`src/rtl/ptnp_pkg.sv`:
```
// ---------------------------------------------------------------------------
// ptnp_pkg
// Shared types and constants for the prime test and next-prime unit.
// ---------------------------------------------------------------------------
`timescale 1ns / 1ps

package ptnp_pkg;

    localparam int VALUE_BITS = 31;
    localparam int CNT_BITS   = $clog2(VALUE_BITS);
    localparam int SQ_BITS    = VALUE_BITS + 2;
    localparam int Q_DEPTH    = 2;
    localparam int QP_BITS    = $clog2(Q_DEPTH);
    localparam int QC_BITS    = $clog2(Q_DEPTH + 1);

    localparam logic [VALUE_BITS-1:0] VAL_MAX = {VALUE_BITS{1'b1}};

    typedef struct packed {
        logic                  valid;
        logic [VALUE_BITS-1:0] value;
    } t_q_head;

    typedef enum logic [1:0] {
        S_IDLE,
        S_CHECK,
        S_DIV,
        S_DONE
    } t_state;

endpackage

```
`src/rtl/ptnp_front.sv`:
```
// ---------------------------------------------------------------------------
// ptnp_front
// Request intake and a short queue toward the search engine.
// ---------------------------------------------------------------------------
`timescale 1ns / 1ps

module ptnp_front (
    input  logic                            i_clk,
    input  logic                            i_rst_n,
    input  logic                            start,
    input  logic [ptnp_pkg::VALUE_BITS-1:0] i_value,
    output logic                            busy,
    input  logic                            i_pop,
    output ptnp_pkg::t_q_head               o_head
);

    logic [ptnp_pkg::VALUE_BITS-1:0] r_mem [ptnp_pkg::Q_DEPTH];
    logic [ptnp_pkg::QP_BITS-1:0]    r_wr, r_rd;
    logic [ptnp_pkg::QC_BITS-1:0]    r_cnt;
    logic                            push, pop;

    assign busy = (r_cnt == ptnp_pkg::QC_BITS'(ptnp_pkg::Q_DEPTH));
    assign push = start && !busy;
    assign pop  = i_pop && (r_cnt != '0);

    assign o_head.valid = (r_cnt != '0);
    assign o_head.value = r_mem[r_rd];

    always_ff @(posedge i_clk) begin
        if (!i_rst_n) begin
            r_wr  <= '0;
            r_rd  <= '0;
            r_cnt <= '0;
        end else begin
            if (push) r_wr <= r_wr + 1'b1;
            if (pop)  r_rd <= r_rd + 1'b1;
            if (push && !pop)      r_cnt <= r_cnt + 1'b1;
            else if (pop && !push) r_cnt <= r_cnt - 1'b1;
        end
    end

    always_ff @(posedge i_clk) begin
        if (push) r_mem[r_wr] <= i_value;
    end

endmodule

```
`src/rtl/ptnp_engine.sv`:
```
// ---------------------------------------------------------------------------
// ptnp_engine
// Trial-division test of the value, then search upward for the next prime.
// ---------------------------------------------------------------------------
`timescale 1ns / 1ps

module ptnp_engine (
    input  logic                            i_clk,
    input  logic                            i_rst_n,
    input  ptnp_pkg::t_q_head               i_head,
    output logic                            o_pop,
    output logic                            o_valid,
    output logic                            o_is_prime,
    output logic [ptnp_pkg::VALUE_BITS-1:0] o_next_prime,
    output logic                            o_overflow
);

    localparam int VB = ptnp_pkg::VALUE_BITS;
    localparam int SB = ptnp_pkg::SQ_BITS;

    ptnp_pkg::t_state r_state, n_state;

    logic                             r_phase;   // 0: value itself, 1: candidates
    logic                             r_comp;    // divisor found for current candidate
    logic                             r_isp, r_ovf;
    logic [VB-1:0]                    r_n, r_d, r_rem;
    logic [SB-1:0]                    r_sq;
    logic [ptnp_pkg::CNT_BITS-1:0]    r_cnt;

    logic          known, prime;
    logic [VB:0]   rem_sh;
    logic [VB-1:0] rem_next;
    logic          last_cand;

    // Decide the current candidate without division where possible
    always_comb begin
        known = 1'b1;
        prime = 1'b0;
        if (r_n < VB'(2))                      prime = 1'b0;
        else if (r_n < VB'(4))                 prime = 1'b1;
        else if (!r_n[0] || r_comp)            prime = 1'b0;
        else if (r_sq > SB'(r_n))              prime = 1'b1;
        else                                   known = 1'b0;
    end

    assign last_cand = (r_n == ptnp_pkg::VAL_MAX);

    // One restoring remainder step per cycle
    always_comb begin
        rem_sh = {r_rem, r_n[r_cnt]};
        if (rem_sh >= {1'b0, r_d}) rem_next = VB'(rem_sh - {1'b0, r_d});
        else                       rem_next = rem_sh[VB-1:0];
    end

    always_comb begin
        n_state = r_state;
        unique case (r_state)
            ptnp_pkg::S_IDLE:  if (i_head.valid) n_state = ptnp_pkg::S_CHECK;
            ptnp_pkg::S_CHECK: begin
                if (!known)                  n_state = ptnp_pkg::S_DIV;
                else if (r_phase && prime)   n_state = ptnp_pkg::S_DONE;
                else if (last_cand)          n_state = ptnp_pkg::S_DONE;
            end
            ptnp_pkg::S_DIV:   if (r_cnt == '0) n_state = ptnp_pkg::S_CHECK;
            ptnp_pkg::S_DONE:  n_state = ptnp_pkg::S_IDLE;
            default:           n_state = ptnp_pkg::S_IDLE;
        endcase
    end

    always_comb begin
        o_pop        = (r_state == ptnp_pkg::S_IDLE) && i_head.valid;
        o_valid      = (r_state == ptnp_pkg::S_DONE);
        o_is_prime   = r_isp;
        o_overflow   = r_ovf;
        o_next_prime = r_ovf ? '0 : r_n;
    end

    always_ff @(posedge i_clk) begin
        if (!i_rst_n) begin
            r_state <= ptnp_pkg::S_IDLE;
            r_phase <= 1'b0;
            r_comp  <= 1'b0;
        end else begin
            r_state <= n_state;
            unique case (r_state)
                ptnp_pkg::S_IDLE: begin
                    r_phase <= 1'b0;
                    r_comp  <= 1'b0;
                end
                ptnp_pkg::S_CHECK: begin
                    if (known && !(r_phase && prime) && !last_cand) begin
                        r_phase <= 1'b1;
                        r_comp  <= 1'b0;
                    end
                end
                ptnp_pkg::S_DIV:
                    if (r_cnt == '0 && rem_next == '0) r_comp <= 1'b1;
                default: ;
            endcase
        end
    end

    always_ff @(posedge i_clk) begin
        unique case (r_state)
            ptnp_pkg::S_IDLE: begin
                r_n   <= i_head.value;
                r_d   <= VB'(3);
                r_sq  <= SB'(9);
                r_isp <= 1'b0;
                r_ovf <= 1'b0;
            end
            ptnp_pkg::S_CHECK: begin
                if (known) begin
                    if (!r_phase) r_isp <= prime;
                    if (!(r_phase && prime)) begin
                        if (last_cand) begin
                            r_ovf <= 1'b1;
                        end else begin
                            r_n  <= r_n + 1'b1;
                            r_d  <= VB'(3);
                            r_sq <= SB'(9);
                        end
                    end
                end else begin
                    r_rem <= '0;
                    r_cnt <= ptnp_pkg::CNT_BITS'(VB - 1);
                end
            end
            ptnp_pkg::S_DIV: begin
                r_rem <= rem_next;
                r_cnt <= r_cnt - 1'b1;
                if (r_cnt == '0) begin
                    // advance to the next odd divisor, (d+2)^2 = d^2 + 4d + 4
                    r_d  <= r_d + VB'(2);
                    r_sq <= r_sq + {r_d, 2'b00} + SB'(4);
                end
            end
            default: ;
        endcase
    end

endmodule

```
`src/rtl/prime_test_and_next_prime_unit.sv`:
```
// ---------------------------------------------------------------------------
// prime_test_and_next_prime_unit
// Primality flag and next prime above a 31-bit value by trial division.
// ---------------------------------------------------------------------------
// Usage:
//   Request channel: drive i_value with start high; the request is taken at
//   a clock edge where busy is low. A two-entry queue holds requests while
//   the engine works, so busy rises only when that queue is full.
//   Result channel: o_valid strobes for one cycle with o_is_prime,
//   o_next_prime and o_overflow; the receiver must take it then, results
//   are never held back.
//   Timing: each odd divisor tried passes through the bit-serial remainder
//   unit in S_DIV and then S_CHECK, and each candidate through S_CHECK once
//   more. A test of n tries up to sqrt(n)/2 divisors, so the time for one
//   request grows with sqrt(n) per candidate and with the prime gap.
//   Requests are served in order, one at a time.
//   Reset: i_rst_n low at a clock edge empties the queue and idles the
//   engine; no result is pending after reset.
// ---------------------------------------------------------------------------
`timescale 1ns / 1ps

module prime_test_and_next_prime_unit (
    input  logic                            i_clk,
    input  logic                            i_rst_n,
    input  logic                            start,
    input  logic [ptnp_pkg::VALUE_BITS-1:0] i_value,
    output logic                            busy,
    output logic                            o_valid,
    output logic                            o_is_prime,
    output logic [ptnp_pkg::VALUE_BITS-1:0] o_next_prime,
    output logic                            o_overflow
);

    ptnp_pkg::t_q_head head;
    logic              pop;

    ptnp_front u_front (
        .i_clk   (i_clk),
        .i_rst_n (i_rst_n),
        .start   (start),
        .i_value (i_value),
        .busy    (busy),
        .i_pop   (pop),
        .o_head  (head)
    );

    ptnp_engine u_engine (
        .i_clk        (i_clk),
        .i_rst_n      (i_rst_n),
        .i_head       (head),
        .o_pop        (pop),
        .o_valid      (o_valid),
        .o_is_prime   (o_is_prime),
        .o_next_prime (o_next_prime),
        .o_overflow   (o_overflow)
    );

endmodule

```
`config.mk`:
```
export PLATFORM = sky130hd
export DESIGN_NAME = prime_test_and_next_prime_unit
export DESIGN_NICKNAME = d
export VERILOG_FILES = /design/src/rtl/ptnp_pkg.sv /design/src/rtl/ptnp_front.sv /design/src/rtl/ptnp_engine.sv /design/src/rtl/prime_test_and_next_prime_unit.sv
export SDC_FILE = /design/constraint.sdc
export NUM_CORES = 1
export LEC_CHECK = 0
export BUFFER_PORTS_ARGS = -buffer_cell sky130_fd_sc_hd__buf_2
export CAP_MARGIN = 10
export CELL_PAD_IN_SITES_DETAIL_PLACEMENT = 1
export CELL_PAD_IN_SITES_GLOBAL_PLACEMENT = 1
export CORE_UTILIZATION = 49
export CTS_CLUSTER_SIZE = 25
export DETAILED_ROUTE_END_ITERATION = 8
export HOLD_SLACK_MARGIN = 0.15
export PLACE_DENSITY_LB_ADDON = 0.1
export SKIP_CTS_REPAIR_TIMING = 1
export SYNTH_ARGS = -nofsm -noshare
export SYNTH_HDL_FRONTEND = slang
export SYNTH_SLANG_ARGS = --single-unit
```
`constraint.sdc`:
```
create_clock -name i_clk -period 15.1 [get_ports i_clk]
set_input_delay 2.265 -clock i_clk [delete_from_list [all_inputs] [get_ports i_clk]]
set_output_delay 2.265 -clock i_clk [all_outputs]
set_load 0.01 [all_outputs]
```
After elaboration in Yosys (flattened, before gate mapping)
Memories as Yosys holds them, arrays and structs flattened. A register that Yosys moved wholly into a read port is not among the register bits.
Index checks and enable logic that the tools add are counted.
{"block": "totals", "reg_bits": 141, "latchBits": 0, "ramBits": 62, "mem_bits_ro": 0, "memories": 1}
{"name": "u_front.r_mem", "depth": 2, "word_bits": 31, "read_ports": 1, "rd_clocked_by_memory_dff": 1, "wr": 1, "line": "ptnp_front.sv:17", "source": "logic [ptnp_pkg::VALUE_BITS-1:0] r_mem [ptnp_pkg::Q_DEPTH];"}
{"block": "op_classes", "n_addsub": 10, "multipliers": 0, "n_div": 0, "order_cmp": 5, "n_eq_ne": 16, "shifts": 0, "n_mux": 53, "bitwise": 0, "reduce_logical": 32}
{"operator": "$mux W31", "count": 10}
{"operator": "$mux W33", "count": 4}
{"operator": "$pmux W31 S2", "count": 2}
{"operator": "$pmux W33 S3", "count": 1}
{"operator": "$pmux W31 S3", "count": 1}
{"operator": "$add A33 B3 Y33 const B", "count": 1}
{"operator": "$add A33 B33 Y33", "count": 1}
{"operator": "$gt A33 B31 Y1", "count": 1}
{"operator": "$ge A32 B31 Y1", "count": 1}
{"operator": "$add A31 B1 Y31 const B", "count": 1}
{"operator": "$add A31 B2 Y31 const B", "count": 1}
{"operator": "$eq A31 B31 Y1 const B", "count": 1}
{"operator": "$logic_not A31 Y1", "count": 1}
{"operator": "$lt A31 B2 Y1 const B", "count": 1}
{"operator": "$lt A31 B3 Y1 const B", "count": 1}
{"operator": "$sub A31 B31 Y31", "count": 1}
{"operator": "$mux W1", "count": 20}
{"operator": "$mux W2", "count": 7}
{"operator": "$ne A2 B1 Y1 const B", "count": 6}
{"operator": "$pmux W5 S2", "count": 1}
{"operator": "$logic_and A1 B1 Y1", "count": 9}
{"operator": "$reduce_and A3 Y1", "count": 3}
{"operator": "$ne A2 B2 Y1 const B", "count": 4}
{"operator": "$pmux W2 S4", "count": 1}
{"operator": "other kinds (21)", "count": 36}

Longest topological paths before layout
Gate-level depths: netlist (run 1).
{"block": "depth", "ltp_word": 11, "depth_mapped": 18}

Cells and area by module
Synthesis (run 1) repeated with hierarchy kept, for this count alone.
{"block": "unflattened", "cells_unflattened": 1408, "hier_area_um2": 13839.5}
{"module": "ptnp_engine", "instances": 1, "cells_per_inst": 1287, "area_per_inst_um2": 11377.2, "seq_area_each_um2": 3953.8}
{"module": "ptnp_front", "instances": 1, "cells_per_inst": 121, "area_per_inst_um2": 2462.4, "seq_area_each_um2": 1961.9}

Least setup slack after synthesis (run 1)
No wires, ideal clock.
{"block": "synth_path", "path_kind": "flip-flop to flip-flop", "startpoint": "reg u_engine.r_n[10]", "endpoint": "reg u_engine.r_d[10] (enable)", "setup_ps": 498, "arrival_ps": 5025, "t_required_ps": 14602, "slack_ps": 9577, "stages_incl_launch_ff": 13, "synth_period_minus_slack_ps": 5523, "path_cell_list": "edfxtp_1 inv_1 ha_1 a21o_1 a21o_1 a21oi_1 o211ai_1 a2111o_1 nand3_1 a21oi_1 nand2_1 o21ai_0 a21oi_1"}
{"block": "synth_between", "elab_chain_cells": 8, "word_cells_on_any_way": 16, "classes_between": "order compare: 3; eq/ne: 4; mux: 7; reduce/logical: 2"}
{"item": "from (decl)", "line": "ptnp_engine.sv:26", "source": "logic [VB-1:0] r_n, r_d, r_rem;"}
{"item": "from (signal assigned)", "line": "ptnp_engine.sv:106", "source": "r_n <= i_head.value;"}
{"item": "from (signal assigned)", "line": "ptnp_engine.sv:119", "source": "r_n <= r_n + 1'b1;"}
{"item": "$gt A33 B31 Y1", "line": "ptnp_engine.sv:42", "source": "else if (r_sq > SB'(r_n)) prime = 1'b1;"}
{"item": "$mux W1", "line": "ptnp_engine.sv:42"}
{"item": "$mux W1", "line": "ptnp_engine.sv:41", "source": "else if (!r_n[0] || r_comp) prime = 1'b0;"}
{"item": "$mux W1", "line": "ptnp_engine.sv:40", "source": "else if (r_n < VB'(4)) prime = 1'b1;"}
{"item": "$mux W1", "line": "ptnp_engine.sv:39", "source": "if (r_n < VB'(2)) prime = 1'b0;"}
{"item": "$logic_and A1 B1 Y1", "line": "ptnp_engine.sv:115", "source": "if (!(r_phase && prime)) begin"}
{"item": "$ne A2 B2 Y1 (no source line)"}
{"item": "$reduce_and A5 Y1 (no source line) (*)"}
{"item": "to (signal assigned)", "line": "ptnp_engine.sv:134", "source": "r_d <= r_d + VB'(2);"}
{"item": "to (decl)", "line": "ptnp_engine.sv:26"}
Mark *: on every way between the ends. The rest lies on a longest branch, timed or not.
A chain may end at the register's enable or synchronous reset.

Final worst setup path (run 1)
{"block": "layout_path", "startpoint": "reg u_engine.r_cnt[0] (netlist name)", "endpoint": "reg u_engine.r_comp"}
{"block": "layout_between", "elab_chain_cells": 8, "word_cells_on_any_way": 10, "classes_between": "add/sub: 1; order compare: 1; eq/ne: 1; mux: 3; reduce/logical: 4"}
{"item": "from (decl)", "line": "ptnp_engine.sv:28", "source": "logic [ptnp_pkg::CNT_BITS-1:0] r_cnt;"}
{"item": "from (signal assigned)", "line": "ptnp_engine.sv:126", "source": "r_cnt <= ptnp_pkg::CNT_BITS'(VB - 1);"}
{"item": "from (signal assigned)", "line": "ptnp_engine.sv:131", "source": "r_cnt <= r_cnt - 1'b1;"}
{"item": "$bmux W1 S5", "line": "ptnp_engine.sv:50", "source": "rem_sh = {r_rem, r_n[r_cnt]};"}
{"item": "$mux W1 (implied by the code)", "line": "ptnp_engine.sv:50"}
{"item": "$sub A31 B31 Y31 / $ge A32 B31 Y1 (equally long branches)", "line": "ptnp_engine.sv:51", "source": "if (rem_sh >= {1'b0, r_d}) rem_next = VB'(rem_sh - {1'b0, r_d});"}
{"item": "$mux W31", "line": "ptnp_engine.sv:51"}
{"item": "$logic_not A31 Y1", "line": "ptnp_engine.sv:97", "source": "if (r_cnt == '0 && rem_next == '0) r_comp <= 1'b1;"}
{"item": "$logic_and A1 B1 Y1 (*)", "line": "ptnp_engine.sv:97"}
{"item": "$ne A2 B1 Y1 (no source line) (*)"}
{"item": "$reduce_and A3 Y1 (no source line) (*)"}
{"item": "to (signal assigned)", "line": "ptnp_engine.sv:88", "source": "r_comp <= 1'b0;"}
{"item": "to (signal assigned)", "line": "ptnp_engine.sv:93", "source": "r_comp <= 1'b0;"}
{"item": "to (signal assigned)", "line": "ptnp_engine.sv:97"}
{"item": "to (decl)", "line": "ptnp_engine.sv:24", "source": "logic r_comp;"}
Mark *: on every way between the ends. The rest lies on a longest branch, timed or not. The select of a mux whose other input is x is not followed.

==> results of run 1 <==
==> synthesized netlist by cell type (3+ instances only) <==
cell type  instances  area [sq um]
nor4_1            20           125
a311oi_1           3          26.3
inv_1             82           308
a31oi_1            9          56.3
or4_1              6          45.0
nor2_1           165           619
ha_1             121          1510
nand2b_1          17           106
buf_2              6          30.0
or2_2              7          43.8
o211ai_1           5          37.5
a21boi_0           3          22.5
or3_1              6          37.5
nand3_1           36           180
edfxtp_1         191          5740
a21oi_1           90           450
a21o_1            30           225
mux2_2             6          67.6
a2111oi_0          3          26.3
a311o_1            3          30.0
mux4_2             3          67.6
dfxtp_1            9           180
a211oi_1          11          82.6
and2_1            19           119
buf_1              7          26.3
mux4_1             3          78.8
xor2_1            22           193
nand4_1           21           131
o21ai_0           57           285
o41a_1             3          33.8
and3_1            12          75.1
nand2_1          114           428
o21bai_1           7          52.6
nor2b_1           13          81.3
a211o_1            3          26.3
o21a_1            11          82.6
a31o_2             4          35.0
xnor2_1           90           788
mux2i_1           41           410
clkbuf_1          33           124
o31ai_1            6          45.0
nor3_1            39           195
==> metrics by stage <==
stage | worst slack (ns) | hold WS, ns | cell area [sq um]
after floorplan | 9.58 | 0.484 | 13600
after global placement | 9.82 | 0.513 | 14300
after detailed placement | 9.58 | 0.547 | 14300
after CTS | 9.51 | 0.563 | 15000
after global routing | 9.14 | 0.631 | 15000
final | 9.39 | 0.569 | 15000
==> worst max-delay path by stage <==
stage                                                end                            start  slack, ns  cells after the start
after CTS                   u_engine.r_comp$_SDFFE_PN0P_  u_engine.r_cnt[0]$_SDFFCE_PN0P_       9.51                     16
after global placement      u_engine.r_comp$_SDFFE_PN0P_  u_engine.r_cnt[0]$_SDFFCE_PN0P_       9.82                     16
after floorplan           u_engine.r_d[10]$_SDFFCE_PN0P_       u_engine.r_n[10]$_DFFE_PP_       9.58                     12
after detailed placement    u_engine.r_comp$_SDFFE_PN0P_  u_engine.r_cnt[0]$_SDFFCE_PN0P_       9.58                     16
final                       u_engine.r_comp$_SDFFE_PN0P_  u_engine.r_cnt[0]$_SDFFCE_PN0P_       9.39                     16
after global routing        u_engine.r_comp$_SDFFE_PN0P_  u_engine.r_cnt[0]$_SDFFCE_PN0P_       9.14                     16
==> logic make-up after synthesis <==
family                     after synthesis  synth area share [%]
xor gates and xnor gates               112                  7.22
muxes                                   53                  4.59
AOI/OAI and AO/OA                      268                  12.6
DFF                                    200                  43.5
adders and majority gates              123                  11.4
buffers and inverters                  129                  3.67
and+or+nand+nor                        487                  17.0
==> power by group <==
part | total [uW] | internal, uW | switching [uW]
clock | 495 | 232 | 263
sequential | 1040 | 843 | 193
combinational | 1890 | 710 | 1180
==> registers in the layout, summed over array words and instances (netlist names), 2 cells and up, named ones only <==
signal and flops:
u_engine.r_n 31, u_engine.r_d 30, u_front.r_cnt 2, u_engine.r_state 2, u_engine.r_cnt 5, u_front.r_mem 62, u_engine.r_rem 31, u_engine.r_sq 30
==> metal layers <==
| layer | up-vias | GRT usage (%) | wire length, um |
|---|---|---|---|
| li1 | 5097 | - | - |
| met1 | 5279 | 38.0 | 17800 |
| met2 | 254 | 43.8 | 17200 |
| met3 | 53 | 2.85 | 1520 |
| met4 | 2 | 8.81 | 867 |
| met5 | - | 0 | 8 |
==> layout by cell type, fill, tap and decap left out, types with 5 or more instances in the layout <==
cell type and n:
mux2_2 6, a21oi_1 89, nor2_1 164, nor3_1 39
nand2b_1 17, nor4_1 20, or3_1 6, dfxtp_1 8
o211ai_1 5, xor2_1 22, o31ai_1 6, and3_1 12
a21o_1 30, nand4_1 21, a31oi_1 9, nor2b_1 12
buf_2 68, inv_1 82, o21a_1 11, or4_1 6
edfxtp_1 191, and2_1 19, o21bai_1 7, o21ai_0 56
clkinv_8 6, clkbuf_16 17, xnor2_1 90, nand3_1 36
or2_2 7, ha_1 121, nand2_1 113, a211oi_1 11
mux2i_1 41, buf_4 9
==> worst max-delay path, cell delays in order, from the launching register on <==
cell      delay (ns)
edfxtp_1        0.75
mux4_1          0.69
mux2_2          0.30
nand3b_2        0.11
nand4_4         0.25
fa_1            0.50
a21o_1          0.19
a31oi_1         0.45
o221ai_1        0.31
or2_2           0.36
a31oi_1         0.20
xnor2_1         0.12
or4_1           0.50
nor4_1          0.33
a31oi_1         0.14
nor4_2          0.28
a31o_1          0.18
==> layout make-up <==
| type | instances | area (sq um) |
|---|---|---|
| clock buffers | 17 | 425 |
| fillers | 3014 | 12100 |
| flip-flops and latches | 200 | 5920 |
| inverters | 82 | 308 |
| clock inverters | 15 | 210 |
| multi-input cells | 1043 | 7230 |
| well taps | 372 | 465 |
| repair buffers | 78 | 435 |
==> reports/metrics.csv, run 1 <==
metric;value;unit
maxcap violations;0;
number of synthesized flops with an enable pin;191;
RSZ-0062 raised after global routing;no;
Worst Skew;0.0280;ns
CTS buffer count;17;
final cell count without fillers;1807;
initial antenna violation count;1;
Setup CP Type;reg -> reg;
Avg Inst Size Synth;9.91;sq um
Final Core Density;55.3;%
effective utilization at floorplan;50.2;%
Register-to-Register Path Depth;16;
CP arrival;6.10;ns
CP Max Fanout;13;
largest net degree at the start of global routing;85;
Die Y;169;um
vias in the first global route;11059;
Slew headroom;25.1;%
post-synthesis sequential area ratio;43.5;%
FMAX;175;MHz
ANT cells;0;
Cells after DPL;1774;
HP Class;reg -> reg;
Final Critical Period;5.71;ns
Leak Pwr;0.00602;uW
Final Cycle Share;37.8;%
core area;0.0271;sq mm
Cell Area, Synth;0.0136;sq mm
WHS Path Cells;2;
Pwr per Cell Area;229;mW/mm^2
yosys warns;0;
CTS root buf;clkbuf_16;
WHS Endpoint;u_front.r_cnt[1]$_SDFFE_PN0P_;
Total Wirelength;37400;um
1st-iter DRT viols;786;
vias per cell;5.91;
Netlist cell types;70;
die area;0.0284;sq mm
H-tree levels;4;
Die Width;169;um
Global Route Usage Sum;27.0;%
Critical R2R Launch;u_engine.r_cnt[0]$_SDFFCE_PN0P_;
drt wl/cell;20.7;um
final hold violation count;0;
HPWL after DPL;27800;um
worst vdd ir;0.0000961;V
layout cells sized above 1;10.1;%
Critical Path RT;15.49;ns
Ports;69;
Reg2Reg Setup Slack;9.39;ns
fin nets;1579;
area growth from synthesis to layout;10.3;%
TritonCTS Sinks;200;
R2R Path End;u_engine.r_comp$_SDFFE_PN0P_;
Setup TNS Final;0;ns
Syn Nets;1529;
Hold Startpoint;u_front.r_cnt[1]$_SDFFE_PN0P_;
CTS Buffer Depth;2;
CP startpoint kind;register;
max-slew violation count;0;
Mapped Cells;1372;
flops & latches, synth;200;
port bufs;68;
share of flip-flops with an asynchronous set or reset;0;%
Main synth FF type;edfxtp_1;
# setup viols final;0;
worst skew pair latency;0.46;ns
Slew @ Worst Pin;1.12;ns
total power;3430;uW
row count;60;
status;finished, final reports clean;
routability cong.;0.946;
drt pass-1 iters;5;
CTS tree;yes;
DRC;0;
GR Overflow Total;0;
DR vias;10685;
DRT antenna net count;0;
clock-pin slew on the worst setup and hold paths;0.09;ns
first-pass GRT wire length;59400;um
endpoint class of the critical path;register;
No activity file was read; power rests on OpenSTA's default activity.
==> run 2: changes to the inputs <==
- CORE_UTILIZATION: 49 -> 45
- clock period: 15.1 -> 4.65 ns (I/O delays scaled with it)
==> run 2 against run 1 <==
Against the previous run:
- die area increased by 8.8%
- sequential share of layout area shrank 0.93 points
- critical endpoint unchanged
- clock skew decreased by 0.0082 ns
- count of clock-buffer cells in the layout increased by 1
- critical path type unchanged
- largest power group unchanged
- cell count up 3.5%
==> reports/metrics.csv, run 2 (synthesized netlist as in run 1, its figures left out) <==
metric;value;unit
RSZ-0062 raised after global routing;yes;
status;finished, final reports clean;
Final Critical Period;4.54;ns
Hold Worst Slack;0.430;ns
initial antenna violation count;1;
Die Width;176;um
fin nets;1625;
Die Y;176;um
Slew headroom;18.6;%
port bufs;68;
Leak Pwr;0.00623;uW
grt peak-use layer;met2;
Setup CP Type;reg -> reg;
die area;0.0309;sq mm
worst vdd ir;0.000410;V
Critical Path RT;5.04;ns
maxcap violations;0;
CTS buffer count;17;
CTS tree;yes;
Finished Cell Area;0.0154;sq mm
effective utilization at floorplan;45.7;%
CP startpoint kind;register;
drt wl/cell;20.7;um
vias per cell;5.75;
layout cells sized above 1;13.4;%
H-tree levels;4;
most frequent cells in the layout;191 x edfxtp_1, 163 x nor2_1, 121 x ha_1;
worst skew pair latency;0.45;ns
# setup viols final;0;
Reg area;0.00592;sq mm
met2 GRT Util;41.8;%
Setup crit start;u_engine.r_cnt[0]$_SDFFCE_PN0P_;
largest net degree at the start of global routing;61;
clock-pin slew on the worst setup and hold paths;0.09;ns
TritonCTS Sinks;200;
Top reg by flops;u_front.r_mem;
final hold violation count;0;
DRC;0;
placed inst area;0.0147;sq mm
Worst Skew;0.0199;ns
vias in the first global route;11208;
Pwr per Cell Area;749;mW/mm^2
drt pass-1 iters;5;
area growth from synthesis to layout;12.9;%
GR Overflow Total;0;
area of the multi-input gates;0.00727;sq mm
CP arrival;4.93;ns
ANT cells;0;
first-pass GRT wire length;61600;um
Slew @ Worst Pin;1.22;ns
Total Wirelength;38700;um
routability cong.;0.877;
Ports;69;
row count;63;
endpoint class of the critical path;register;
max-slew violation count;0;
Global Route Usage Sum;25.8;%
FMAX;220;MHz
CP Max Fanout;4;
fillcell total;3352;
largest registers;u_front.r_mem (62), u_engine.r_n (31), u_engine.r_rem (31);
WHS Path Cells;1;
core area;0.0297;sq mm
CTS Buffer Depth;2;
met3 GRT Util;3.83;%
met1 GRT Util;36.2;%
max reg flops;62;
total power;11500;uW
Register-to-Register Path Depth;19;
Final Cycle Share;97.7;%
Hold Startpoint;i_value[5];
most common cell after layout, fill and taps aside;edfxtp_1;
HPWL after DPL;29400;um
CTS root buf;clkbuf_16;
1st-iter DRT viols;690;
Reg2Reg Setup Slack;0.11;ns
Critical R2R Launch;u_engine.r_cnt[0]$_SDFFCE_PN0P_;
Final Core Density;51.7;%
DR vias;10753;
DRT antenna net count;0;
HP Class;in -> reg;
[run 2: worst max-delay path, stage by stage, from the launching register on]
cell      delay [ns]
edfxtp_1        0.46
mux4_2          0.53
mux2_2          0.30
nand3b_4        0.09
nand4_4         0.16
fa_2            0.40
a21o_1          0.18
a31oi_1         0.16
buf_4           0.16
o221ai_2        0.11
buf_4           0.15
o21a_1          0.19
nor2_2          0.14
buf_4           0.13
xnor2_1         0.10
or4_1           0.42
nor4_1          0.19
a31oi_1         0.16
nor4_2          0.29
a31o_1          0.16
[run 2: report_power, final]
group          switching, uW  leakage (uW)  internal [uW]  total, uW
Sequential               543       0.00202           2730       3280
Clock                    803      0.000295            782       1590
Combinational           4070       0.00391           2560       6630
Total                   5420       0.00623           6080      11500
[run 2: layout make-up]
class | count | area share (%)
multi-input combinational | 1043 | 47.4
sequential | 200 | 38.5
timing repair buffer | 124 | 4.98
tap | 390 | 3.18
clock buffer | 18 | 2.80
inverter | 82 | 2.01
clock inverter | 14 | 1.12
[run 2: per-stage QoR]
stage	setup WS, ns	TNS, ns	instances
finish	0.108	0	1871
global route	-0.113	-0.113	1871
CTS	-0.120	-0.120	1869
detailed placement	-0.110	-0.110	1837
global placement	-0.0388	-0.0388	1837
floorplan	0.235	0	1372
[run 2: final timing paths]
path | endpoint
worst max-delay path | u_engine.r_comp$_SDFFE_PN0P_
worst min-delay path | u_front.r_mem[0][5]$_DFFE_PP_
worst max register to register | u_engine.r_comp$_SDFFE_PN0P_
worst min register to register | u_front.r_cnt[1]$_SDFFE_PN0P_
[run 2: metal layers]
metal  routed length [um]  share of wire [%]
met4                  539                1.4
met1                18800                 48
met2                18000                 46
met3                 1470                3.8
met5                    0                  0
